--- src/design/wstr_pkg.sv ---
// ----------------------------------------------------------------------------
// wstr_pkg
// Shared types and codes of the WebSocket text frame receiver.
// ----------------------------------------------------------------------------
package wstr_pkg;

  localparam int ByteW   = 8;
  localparam int StatusW = 3;
  localparam int LenW    = 16;
  localparam int KeyW    = 32;

  localparam logic [StatusW-1:0] ST_DATA  = 3'd0;
  localparam logic [StatusW-1:0] ST_EMPTY = 3'd1;
  localparam logic [StatusW-1:0] ST_CLOSE = 3'd2;
  localparam logic [StatusW-1:0] ST_BADOP = 3'd3;
  localparam logic [StatusW-1:0] ST_LEN64 = 3'd4;

  localparam logic [3:0] OPC_TEXT  = 4'h1;
  localparam logic [3:0] OPC_CLOSE = 4'h8;

  localparam logic [6:0] LEN7_EXT16 = 7'd126;
  localparam logic [6:0] LEN7_EXT64 = 7'd127;

  typedef struct packed {
    logic [ByteW-1:0]   payload_byte;
    logic [StatusW-1:0] status;
    logic               frame_last;
  } res_t;

endpackage

--- src/design/wstr_stream_if.sv ---
// ----------------------------------------------------------------------------
// wstr_byte_if / wstr_res_if
// Valid/ready channels for received bytes and for parser results.
// ----------------------------------------------------------------------------
interface wstr_byte_if;
  logic                     valid;
  logic                     ready;
  logic [wstr_pkg::ByteW-1:0] rx_byte;

  modport source (output valid, output rx_byte, input ready);
  modport sink   (input valid, input rx_byte, output ready);
endinterface

interface wstr_res_if;
  logic                         valid;
  logic                         ready;
  logic [wstr_pkg::ByteW-1:0]   payload_byte;
  logic [wstr_pkg::StatusW-1:0] status;
  logic                         frame_last;

  modport source (output valid, output payload_byte, output status, output frame_last,
                  input ready);
  modport sink   (input valid, input payload_byte, input status, input frame_last,
                  output ready);
endinterface

--- src/design/wstr_in_stage.sv ---
// ----------------------------------------------------------------------------
// wstr_in_stage
// Input register: holds one received byte until the parser takes it.
// ----------------------------------------------------------------------------
module wstr_in_stage (
  input  logic                       clk,
  input  logic                       rst_n,
  input  logic                       in_valid,
  output logic                       in_ready,
  input  logic [wstr_pkg::ByteW-1:0] in_byte,
  input  logic                       take,
  output logic                       held_valid,
  output logic [wstr_pkg::ByteW-1:0] held_byte
);

  logic                       vld_r;
  logic                       vld_nxt;
  logic [wstr_pkg::ByteW-1:0] byte_r;

  assign in_ready   = !vld_r || take;
  assign held_valid = vld_r;
  assign held_byte  = byte_r;

  always_comb begin
    vld_nxt = vld_r;
    if (take) begin
      vld_nxt = 1'b0;
    end
    if (in_valid && in_ready) begin
      vld_nxt = 1'b1;
    end
  end

  always_ff @(posedge clk) begin
    if (!rst_n) begin
      vld_r <= 1'b0;
    end else begin
      vld_r <= vld_nxt;
    end
  end

  always_ff @(posedge clk) begin
    if (in_valid && in_ready) begin
      byte_r <= in_byte;
    end
  end

endmodule

--- src/design/wstr_parser.sv ---
// ----------------------------------------------------------------------------
// wstr_parser
// Frame header parser and payload unmasking, one byte per step.
// ----------------------------------------------------------------------------
module wstr_parser (
  input  logic                       clk,
  input  logic                       rst_n,
  input  logic                       step,
  input  logic [wstr_pkg::ByteW-1:0] rx_byte,
  output logic                       res_valid,
  output wstr_pkg::res_t             res
);

  localparam logic [3:0] PH_HDR0 = 4'd0;
  localparam logic [3:0] PH_HDR1 = 4'd1;
  localparam logic [3:0] PH_EXT0 = 4'd2;
  localparam logic [3:0] PH_EXT1 = 4'd3;
  localparam logic [3:0] PH_MASK = 4'd4;
  localparam logic [3:0] PH_DATA = 4'd5;

  logic [3:0]                 phase_r,  phase_nxt;
  logic [wstr_pkg::LenW-1:0]  rem_r,    rem_nxt;
  logic [wstr_pkg::ByteW-1:0] len_hi_r, len_hi_nxt;
  logic [wstr_pkg::KeyW-1:0]  key_r,    key_nxt;
  logic [1:0]                 pos_r,    pos_nxt;
  logic                       masked_r, masked_nxt;
  logic                       halted_r, halted_nxt;

  always_comb begin
    logic [wstr_pkg::LenW-1:0]  len_v;
    logic                       masked_v;
    logic                       len_done;
    logic                       hdr_done;
    logic [wstr_pkg::ByteW-1:0] kb;

    phase_nxt  = phase_r;
    rem_nxt    = rem_r;
    len_hi_nxt = len_hi_r;
    key_nxt    = key_r;
    pos_nxt    = pos_r;
    masked_nxt = masked_r;
    halted_nxt = halted_r;
    res_valid  = 1'b0;
    res        = '0;
    len_v      = rem_r;
    masked_v   = masked_r;
    len_done   = 1'b0;
    hdr_done   = 1'b0;
    kb         = '0;

    if (step && !halted_r) begin
      case (phase_r)
        PH_HDR1: begin
          masked_nxt = rx_byte[7];
          masked_v   = rx_byte[7];
          if (rx_byte[6:0] == wstr_pkg::LEN7_EXT64) begin
            halted_nxt     = 1'b1;
            res_valid      = 1'b1;
            res.status     = wstr_pkg::ST_LEN64;
            res.frame_last = 1'b1;
          end else if (rx_byte[6:0] == wstr_pkg::LEN7_EXT16) begin
            phase_nxt = PH_EXT0;
          end else begin
            len_v    = {{(wstr_pkg::LenW-7){1'b0}}, rx_byte[6:0]};
            rem_nxt  = len_v;
            len_done = 1'b1;
          end
        end
        PH_EXT0: begin
          len_hi_nxt = rx_byte;
          phase_nxt  = PH_EXT1;
        end
        PH_EXT1: begin
          len_v    = {len_hi_r, rx_byte};
          rem_nxt  = len_v;
          len_done = 1'b1;
        end
        PH_MASK: begin
          key_nxt = {key_r[wstr_pkg::KeyW-9:0], rx_byte};
          if (pos_r == 2'd3) begin
            hdr_done = 1'b1;
          end else begin
            pos_nxt = pos_r + 2'd1;
          end
        end
        PH_DATA: begin
          if (masked_r) begin
            case (pos_r)
              2'd0:    kb = key_r[31:24];
              2'd1:    kb = key_r[23:16];
              2'd2:    kb = key_r[15:8];
              default: kb = key_r[7:0];
            endcase
          end
          pos_nxt          = pos_r + 2'd1;
          rem_nxt          = rem_r - 16'd1;
          res_valid        = 1'b1;
          res.payload_byte = rx_byte ^ kb;
          res.status       = wstr_pkg::ST_DATA;
          if (rem_r == 16'd1) begin
            res.frame_last = 1'b1;
            phase_nxt      = PH_HDR0;
          end
        end
        default: begin
          if (rx_byte[3:0] == wstr_pkg::OPC_CLOSE) begin
            halted_nxt     = 1'b1;
            res_valid      = 1'b1;
            res.status     = wstr_pkg::ST_CLOSE;
            res.frame_last = 1'b1;
          end else if (rx_byte[3:0] != wstr_pkg::OPC_TEXT) begin
            halted_nxt     = 1'b1;
            res_valid      = 1'b1;
            res.status     = wstr_pkg::ST_BADOP;
            res.frame_last = 1'b1;
          end else begin
            phase_nxt = PH_HDR1;
          end
        end
      endcase

      if (len_done) begin
        if (masked_v) begin
          pos_nxt   = 2'd0;
          phase_nxt = PH_MASK;
        end else begin
          hdr_done = 1'b1;
        end
      end

      if (hdr_done) begin
        pos_nxt = 2'd0;
        if (len_v == '0) begin
          phase_nxt      = PH_HDR0;
          res_valid      = 1'b1;
          res.status     = wstr_pkg::ST_EMPTY;
          res.frame_last = 1'b1;
        end else begin
          phase_nxt = PH_DATA;
        end
      end
    end
  end

  always_ff @(posedge clk) begin
    if (!rst_n) begin
      phase_r  <= PH_HDR0;
      rem_r    <= '0;
      len_hi_r <= '0;
      key_r    <= '0;
      pos_r    <= '0;
      masked_r <= 1'b0;
      halted_r <= 1'b0;
    end else begin
      phase_r  <= phase_nxt;
      rem_r    <= rem_nxt;
      len_hi_r <= len_hi_nxt;
      key_r    <= key_nxt;
      pos_r    <= pos_nxt;
      masked_r <= masked_nxt;
      halted_r <= halted_nxt;
    end
  end

endmodule

--- src/design/wstr_out_stage.sv ---
// ----------------------------------------------------------------------------
// wstr_out_stage
// Result register toward the downstream channel.
// ----------------------------------------------------------------------------
module wstr_out_stage (
  input  logic           clk,
  input  logic           rst_n,
  input  logic           load,
  input  logic           res_valid,
  input  wstr_pkg::res_t res,
  output logic           free,
  output logic           out_valid,
  input  logic           out_ready,
  output wstr_pkg::res_t out_res
);

  logic           vld_r;
  logic           vld_nxt;
  wstr_pkg::res_t res_r;

  assign free      = !vld_r || out_ready;
  assign out_valid = vld_r;
  assign out_res   = res_r;

  always_comb begin
    vld_nxt = vld_r;
    if (out_ready) begin
      vld_nxt = 1'b0;
    end
    if (load && res_valid) begin
      vld_nxt = 1'b1;
    end
  end

  always_ff @(posedge clk) begin
    if (!rst_n) begin
      vld_r <= 1'b0;
    end else begin
      vld_r <= vld_nxt;
    end
  end

  always_ff @(posedge clk) begin
    if (load && res_valid) begin
      res_r <= res;
    end
  end

endmodule

--- src/design/websocket_text_frame_receiver.sv ---
// ----------------------------------------------------------------------------
// websocket_text_frame_receiver
// Parses back-to-back WebSocket text frames from a byte stream.
// ----------------------------------------------------------------------------
// Takes one received byte per item and can accept an item every cycle. A byte
// is held in an input register, passes one step of the header/unmask logic and
// lands in a result register; header and mask key bytes give no result. The
// input stalls only while a result waits in the result register with out_ready
// low. Each payload byte comes out unmasked with frame_last on the final one;
// an empty text frame gives one status item. Close, other non-text opcodes and
// the 64-bit length form give an error item and the block then drops every
// byte until reset.
module websocket_text_frame_receiver (
  input  logic       clk,
  input  logic       rst_n,
  wstr_byte_if.sink  in_ch,
  wstr_res_if.source out_ch
);

  logic                       take;
  logic                       held_valid;
  logic [wstr_pkg::ByteW-1:0] held_byte;
  logic                       res_valid;
  logic                       out_free;
  wstr_pkg::res_t             res;
  wstr_pkg::res_t             out_res;

  assign take = held_valid && out_free;

  wstr_in_stage u_in (
    .clk        (clk),
    .rst_n      (rst_n),
    .in_valid   (in_ch.valid),
    .in_ready   (in_ch.ready),
    .in_byte    (in_ch.rx_byte),
    .take       (take),
    .held_valid (held_valid),
    .held_byte  (held_byte)
  );

  wstr_parser u_parser (
    .clk       (clk),
    .rst_n     (rst_n),
    .step      (take),
    .rx_byte   (held_byte),
    .res_valid (res_valid),
    .res       (res)
  );

  wstr_out_stage u_out (
    .clk       (clk),
    .rst_n     (rst_n),
    .load      (take),
    .res_valid (res_valid),
    .res       (res),
    .free      (out_free),
    .out_valid (out_ch.valid),
    .out_ready (out_ch.ready),
    .out_res   (out_res)
  );

  assign out_ch.payload_byte = out_res.payload_byte;
  assign out_ch.status       = out_res.status;
  assign out_ch.frame_last   = out_res.frame_last;

endmodule

--- src/flat_wrapper.sv ---
// flat-port wrapper written by rule: the top's interface ports become plain ports
module websocket_text_frame_receiver_flat 
  (clk, rst_n, in_ch_valid, in_ch_rx_byte, in_ch_ready, out_ch_valid, out_ch_payload_byte, out_ch_status, out_ch_frame_last, out_ch_ready);
  wstr_byte_if in_ch_i ();
  wstr_res_if out_ch_i ();
  input  logic clk;
  input  logic rst_n;
  input wire logic [$bits(in_ch_i.valid)-1:0] in_ch_valid;
  input wire logic [$bits(in_ch_i.rx_byte)-1:0] in_ch_rx_byte;
  output wire logic [$bits(in_ch_i.ready)-1:0] in_ch_ready;
  output wire logic [$bits(out_ch_i.valid)-1:0] out_ch_valid;
  output wire logic [$bits(out_ch_i.payload_byte)-1:0] out_ch_payload_byte;
  output wire logic [$bits(out_ch_i.status)-1:0] out_ch_status;
  output wire logic [$bits(out_ch_i.frame_last)-1:0] out_ch_frame_last;
  input wire logic [$bits(out_ch_i.ready)-1:0] out_ch_ready;
  assign in_ch_i.valid = in_ch_valid;
  assign in_ch_i.rx_byte = in_ch_rx_byte;
  assign in_ch_ready = in_ch_i.ready;
  assign out_ch_valid = out_ch_i.valid;
  assign out_ch_payload_byte = out_ch_i.payload_byte;
  assign out_ch_status = out_ch_i.status;
  assign out_ch_frame_last = out_ch_i.frame_last;
  assign out_ch_i.ready = out_ch_ready;
  websocket_text_frame_receiver u_core (.clk(clk), .rst_n(rst_n), .in_ch(in_ch_i), .out_ch(out_ch_i));
endmodule
--- config.mk ---
export PLATFORM = sky130hd
export DESIGN_NAME = websocket_text_frame_receiver_flat
export DESIGN_NICKNAME = d
export VERILOG_FILES = /design/src/design/wstr_pkg.sv /design/src/design/wstr_stream_if.sv /design/src/design/wstr_in_stage.sv /design/src/design/wstr_parser.sv /design/src/design/wstr_out_stage.sv /design/src/design/websocket_text_frame_receiver.sv /design/src/flat_wrapper.sv
export SDC_FILE = /design/constraint.sdc
export NUM_CORES = 1
export LEC_CHECK = 0
export ABC_CLOCK_PERIOD_IN_PS = 3910
export CORE_UTILIZATION = 61
export CTS_CLUSTER_DIAMETER = 40
export DETAILED_ROUTE_END_ITERATION = 6
export DONT_BUFFER_PORTS = 1
export PLACE_DENSITY = 0.77
export SLEW_MARGIN = 20
export SYNTH_ARGS = -nofsm -noshare
export SYNTH_HDL_FRONTEND = slang
export SYNTH_SLANG_ARGS = --single-unit
--- constraint.sdc ---
create_clock -name clk -period 3.91 [get_ports clk]
set_clock_uncertainty 0.1 [all_clocks]
set_input_delay 0.391 -clock clk [delete_from_list [all_inputs] [get_ports clk]]
set_output_delay 0.391 -clock clk [all_outputs]
set_load 0.05 [all_outputs]
==> reports/results.tsv, run 1 <==
stage	metric	value	unit
final_layout	layout-drive-gt1-share	4.836	%
pwr	seq_power_share	59.3	%
yosys	synth_compound_area_share	23.33	%
yosys	synthMuxAreaShare	1.923	%
drt	wl_met1	4850	µm
clocking	cts.root.buffer_cell	clkbuf_8	
yosys	yosys-top-cells-area	dfxtp_1 (30%), edfxtp_1 (14%), nand2_1 (9.6%)	
timing	setup_ws	1035	ps
pwr	p_sw_share	24.67	%
critical_path	critPathCaptureType	flop	
global_route	grt_antenna_before_repair	0	
yosys	synth.distinct_cells	58	
floorplanning	die_y	87.17	µm
critical_path	crit_type	reg -> reg	
timing	period_minus_slack	2875	ps
final_layout	layoutNonFillerInstCount	613	
min_path	hold_class	in -> reg	
yosys	syn_inst	531	
pwr	clockPowerShare	36.9	%
drt	via_count	3846	
clocking	cts_buffer_depth	2	
yosys	yosysMostFrequentCell	nand2_1	
run	max_cap_violations	0	
floorplanning	rows	30	
clocking	clk_pin_slew	90	ps
clocking	cts_tree	yes	
floorplanning	io_pins	26	
pwr	p_int	1.222	mW
yosys	synth_top_area_share	29.86	%
final_layout	utilization	67.16	%
clocking	post-cts-setup-buffer-count	0	
yosys	yosysWarnings	0	
place	post-dp-hpwl	7218	µm
pwr	p_sw	0.4003	mW
global_route	track_usage	30.10	%
critical_path	cp-start-kind	flop	
floorplanning	die_x	87.17	µm
timing	final_max_slew_viol_count	0	
timing	fmax	347.9	MHz
drt	routed_wl	10640	µm
yosys	synthSimpleGateAreaFrac	23.30	%
clocking	holdBufCountCts	0	
yosys	syn_area	4424	µm²
yosys	synth_area_per_cell	8.332	µm²
drt	drc_errors	0	
critical_path	path_max_fanout	12	
yosys	synth_common_cells	nand2_1 (113), dfxtp_1 (66), a21boi_0 (45)	
timing	slew_headroom	51.15	%
drt	wire_per_inst	17.35	µm
drt	wl_met3	885	µm
global_route	grt-ovfl-total	0	
drt	drt_iter0_markers	345	
floorplanning	initial_core_util	64.06	%
final_layout	final_cell_area	4638	µm²
critical_path	required	3870	ps
place	gp_congestion	0.9515	
clocking	cts.sinks	86	
clocking	cts_buffers	9	
yosys	synthAdderAreaFrac	2.545	%
global_route	grt_pass1_vias	3434	
critical_path	cp_data_arrival_time	2840	ps
pwr	p_leak	1.600	nW
yosys	synth_fp_nets	552	
clocking	htree_levels	3	
final_layout	final_nets	533	
clocking	post_cts_resized	0	
pwr	total_power	1.623	mW
drt	vias_per_cell	6.274	
global_route	grt_pass1_wl	17360	µm
yosys	synth_top_family_by_area	compound AO/OA/AOI/OAI gates	
yosys	synthArstFlopShare	0	%
final_layout	n_fill_cell	604	
drt	final_antenna_net_count	0	
yosys	synth_edf_count	20	
pwr	p_comb_share	3.8	%
timing	setup_viol	0	
place	placed_area	4452	µm²
floorplanning	dieArea	7598	µm²
min_path	hp-start	in_ch_rx_byte[0]	
final_layout	diodes	0	
clocking	clock_latency	360	ps
timing	tightest_slew	727.8	ps
drt	first_pass_iters	7	
drt	top_layer_used	met4	
yosys	synth_xor_area_share	1.782	%
yosys	synth_flop_cell	dfxtp_1	
timing	finalSetupTns	0	ps
place	place_ws	1074	ps
yosys	ys_seq_area_share	43.44	%
place	placed_cells	597	
timing	holdWs	24.02	ps
critical_path	crit_start	u_core.u_parser.rem_r[0]$_SDFFE_PN0P_	
status	outcome	finished clean	
timing	hold_violations	0	
final_layout	syn_to_final_growth	4.836	%
place	io_buffers	0	
pwr	power.density	349.9	nW/µm²
global_route	grt_max_degree	66	
yosys	synth_seq_cells	86	
yosys	synth_top_area_cell	dfxtp_1	
floorplanning	core-area	6907	µm²
pwr	ir_worst_vdd	298.8	µV
critical_path	rr_startpoint	u_core.u_parser.rem_r[0]$_SDFFE_PN0P_	
timing	post-route-period-util	73.52	%
drt	wl_met2	4634	µm
timing	rsz0062_at_grt	no	
[area by class of cell]
cell class	count	area (µm²)	share of cell area (%)
clock buffer	12	156.4	3.372
multi-input combinational	402	2342	50.50
inverter	8	30.03	0.6474
timing repair buffer	5	37.54	0.8093
tap	96	120.1	2.590
clock inverter	4	30.03	0.6474
sequential	86	1922	41.44
[routing by layer]
layer / vias to the layer above / track usage, %
met4: 0 / 13.26
met3: 29 / 5.687
met2: 188 / 42.45
met1: 1791 / 44.56
li1: 1838 / -
met5: - / 0
[kinds of logic (layout without fill, tap and decap cells)]
group	Yosys count	after routing
and+or+nand+nor	226	226
DFF	86	86
AOI/OAI and AO/OA	150	150
muxes	8	8
xor gates and xnor gates	9	9
adders and majority gates	9	9
buffers and inverters	43	29
[worst paths after layout]
path / end / slack (ps) / cells past startpoint
worst max-delay path: u_core.u_out.out_res[11]$_SDFFCE_PN0P_ / 1040 / 7
worst min-delay path: u_core.u_in.held_byte[0]$_DFFE_PP_ / 20 / 0
worst max register to register: u_core.u_out.out_res[11]$_SDFFCE_PN0P_ / 1040 / 7
worst min register to register: u_core.u_parser.key_r[31]$_SDFFE_PN0P_ / 370 / 2
[worst max-delay path, cell delays in order, from the launching register on]
cell,delay [ps]
dfxtp_1,360
or4_4,550
or3_1,450
o31ai_1,280
nand4_1,190
nand2b_1,260
a31oi_1,170
buf_4,220
[power groups by stage]
stage / logic (mW) / clock network, mW / registers, mW
global route: 0.0679 / 0.646 / 0.965
detailed placement: 0.0610 / 0 / 0.982
finish: 0.0619 / 0.598 / 0.963
CTS: 0.0613 / 0.605 / 0.962
global placement: 0.0605 / 0 / 0.982
floorplan: 0.0620 / 0 / 0.971
[flip-flops by register name, indices dropped and copies added, names as in the netlist]
| name | flops |
|---|---|
| u_core.u_parser.halted_r | 1 |
| u_core.u_parser.rem_r | 16 |
| u_core.u_parser.phase_r | 4 |
| u_core.u_out.out_valid | 1 |
| u_core.u_in.held_valid | 1 |
| u_core.u_parser.pos_r | 2 |
| u_core.u_parser.key_r | 32 |
| u_core.u_parser.len_hi_r | 8 |
| u_core.u_parser.masked_r | 1 |
| u_core.u_in.held_byte | 8 |
| u_core.u_out.out_res | 12 |
[cell usage in the layout, fill, tap and decap left out, types with 7 or more instances in the layout]
master    synthesis  routed
a21boi_0         45      45
a21oi_1          20      20
a222oi_1          9       9
and2_1            8       8
clkbuf_8          0       9
dfxtp_1          66      66
edfxtp_1         20      20
ha_1              9       9
inv_1             8       8
mux2i_1           7       7
nand2_1         113     113
nand3_1          11      11
nor2_1           43      42
nor2b_1          18      18
o21ai_0          34      34
xor2_1            7       7
(Power assumes the default switching activity.)
==> run 2: changes to the inputs <==
Settings changed: ABC_CLOCK_PERIOD_IN_PS 3910 to 2900.
Clock period 3.91 ns to 2.9 ns, I/O delays scaled along.
==> run 2 against run 1 <==
  * First-iteration DRC count is 16% higher
  * Global-route usage is 1.3 points higher
  * Setup slack worse by 880 ps
  * Fmax is 4.7% higher
  * Design area is 6.5% higher
  * Sequential power is 34% higher
  * Register-to-register slack worse by 880 ps
  * Hold slack worse by 11 ps
  * Core utilization is 4.4 points higher
  * Die area stayed put
  * Non-clock buffer count is 25 higher
  * Largest cell class unchanged
  * Largest power group unchanged
==> reports/results.tsv, run 2 (same netlist as run 1, synthesis figures left out) <==
stage	metric	value	unit	change
status	outcome	finished clean		unchanged
global_route	grt-ovfl-total	0		unchanged
place	gp_congestion	0.9443		was 0.9515
timing	period_minus_slack	2747	ps	was 2875 ps
clocking	holdBufCountCts	11		was 0
final_layout	layout-drive-gt1-share	7.749	%	was 4.836%
final_layout	regArea	1922	µm²	unchanged
floorplanning	rows	30		unchanged
pwr	p_comb_share	5.6	%	was 3.8%
clocking	clk_pin_slew	80	ps	was 90 ps
drt	final_antenna_net_count	0		unchanged
floorplanning	die_y	87.17	µm	unchanged
drt	drc_errors	0		unchanged
critical_path	cp-start-kind	flop		unchanged
pwr	p_sw	0.5546	mW	was 0.4003 mW
clocking	cts.sinks	86		unchanged
place	io_buffers	0		unchanged
final_layout	syn_to_final_growth	11.65	%	was 4.836%
timing	fmax	364.1	MHz	was 347.9 MHz
floorplanning	core-area	6907	µm²	unchanged
final_layout	n_fill_cell	574		was 604
floorplanning	io_pins	26		unchanged
timing	hold_violations	0		unchanged
clocking	post_cts_resized	0		unchanged
clocking	cts_buffers	9		unchanged
final_layout	final_nets	558		was 533
timing	final_max_slew_viol_count	0		unchanged
floorplanning	dieArea	7598	µm²	unchanged
floorplanning	initial_core_util	64.06	%	unchanged
clocking	htree_levels	3		unchanged
final_layout	layout_common_cells	nand2_1 (113), dfxtp_1 (66), a21boi_0 (45)		unchanged
global_route	grt_max_degree	55		was 66
pwr	ir_worst_vdd	457.7	µV	was 298.8 µV
critical_path	critPathTopFamily	simple AND/OR/NAND/NOR gates		unchanged
clocking	cts.root.buffer_cell	clkbuf_8		unchanged
timing	slew_headroom	52.99	%	was 51.15%
final_layout	largest_register_ff_count	32		unchanged
pwr	p_int	1.878	mW	was 1.222 mW
pwr	seq_power_share	52.9	%	was 59.3%
run	max_cap_violations	0		unchanged
critical_path	max_stage_delay	550	ps	about the same
floorplanning	die_x	87.17	µm	unchanged
global_route	grt_antenna_before_repair	1		was 0
critical_path	path_max_fanout	12		unchanged
global_route	track_usage	31.43	%	was 30.10%
timing	finalSetupTns	0	ps	unchanged
drt	vias_per_cell	6.262		was 6.274
pwr	clockPowerShare	41.5	%	was 36.9%
critical_path	path_buf_inv	1		unchanged
drt	via_count	3995		was 3,846
place	post-dp-hpwl	7669	µm	was 7218 µm
timing	post-route-period-util	94.71	%	was 73.52%
critical_path	critPathCaptureType	flop		unchanged
min_path	hold_class	in -> reg		unchanged
clocking	clock_latency	360	ps	about the same
final_layout	largest-register	u_core.u_parser.key_r		unchanged
drt	first_pass_iters	7		unchanged
critical_path	required	2880	ps	was 3870 ps
clocking	cts_tree	yes		unchanged
drt	routed_wl	11180	µm	was 10,640 µm
final_layout	diodes	0		unchanged
final_layout	mostFrequentLayoutCell	nand2_1		unchanged
global_route	grt_pass1_vias	3674		was 3,434
timing	tightest_slew	700.5	ps	was 727.8 ps
place	place_ws	201.9	ps	was 1074 ps
timing	rsz0062_at_grt	no		unchanged
critical_path	path_cells	or4_4 -> or3_1 -> o31ai_1 -> nand4_1 -> nand2b_1 -> a31oi_2 -> buf_12		was or4_4 -> or3_1 -> o31ai_1 -> nand4_1 -> nand2b_1 -> a31oi_1 -> buf_4
pwr	power.density	492.5	nW/µm²	was 349.9 nW/µm²
critical_path	cp_data_arrival_time	2730	ps	was 2840 ps
drt	wire_per_inst	17.53	µm	was 17.35 µm
final_layout	multi_input_area	2355	µm²	was 2342 µm²
pwr	p_sw_share	22.80	%	was 24.67%
timing	setup_ws	153.3	ps	was 1035 ps
pwr	p_leak	1.749	nW	was 1.600 nW
critical_path	cp_slowest_cell	or4_4		unchanged
global_route	grt_pass1_wl	18080	µm	was 17,360 µm
timing	setup_viol	0		unchanged
clocking	cts_buffer_depth	2		unchanged
drt	drt_iter0_markers	401		was 345
critical_path	crit_type	reg -> reg		unchanged
clocking	post-cts-setup-buffer-count	0		unchanged
-- run 2: cell count changes in the layout (fill, tap and decap cells not counted), moves of 2 or more --
| cell | previous run | this run |
|---|---|---|
| buf_12 | 0 | 2 |
| dlygate4sd3_1 | 0 | 10 |
| bufinv_16 | 0 | 3 |
| buf_4 | 5 | 18 |
-- run 2: power by group through the flow --
stage	registers [mW]	logic (mW)	clock network, mW
global placement	1.31	0.104	0
global route	1.29	0.144	1.06
finish	1.29	0.135	1.01
CTS	1.29	0.132	1.02
floorplan	1.31	0.0844	0
detailed placement	1.31	0.106	0
-- run 2: final cells by class --
| type | instances | area share, % |
|---|---|---|
| Tap cell | 96 | 2.432 |
| Clock buffer | 11 | 2.660 |
| Multi-Input combinational cell | 402 | 47.67 |
| Timing Repair Buffer | 30 | 5.572 |
| Sequential cell | 86 | 38.91 |
| Inverter | 8 | 0.6079 |
| Clock inverter | 5 | 2.153 |
-- run 2: path summary, 6_finish.rpt --
kind	endpoint	depth (start not counted)	startpoint	slack [ps]
setup / recovery	u_core.u_out.out_res[4]$_SDFFCE_PN0P_	7	u_core.u_parser.rem_r[0]$_SDFFE_PN0P_	150
hold reg to reg	u_core.u_parser.key_r[26]$_SDFFE_PN0P_	2	u_core.u_parser.key_r[26]$_SDFFE_PN0P_	370
hold / removal	u_core.u_parser.phase_r[2]$_SDFFE_PN0P_	2	rst_n	10
setup reg to reg	u_core.u_out.out_res[4]$_SDFFCE_PN0P_	7	u_core.u_parser.rem_r[0]$_SDFFE_PN0P_	150
-- run 2: through the flow --
stage	area (µm²)	utilization [%]	instances	power (mW)	hold WS (ps)
2_1_floorplan	4431	-	531	1.393	288.9
3_3_place_gp	4582	66.34	611	1.419	288.9
3_5_place_dp	4582	66.34	611	1.421	288.9
4_1_cts	4940	71.52	638	2.435	7.753
5_1_grt	4940	71.52	638	2.494	35.10
6_report	4940	71.52	638	2.433	12.84
-- run 2: routing by layer --
metal  up-vias  global-route usage (%)  part of all wire [%]
li1       1893                       -                     -
met1      1893                   42.96                    44
met2       183                   48.39                    46
met3        26                   7.773                   8.0
met4         0                   11.33                   2.2
met5         -                       0                     0
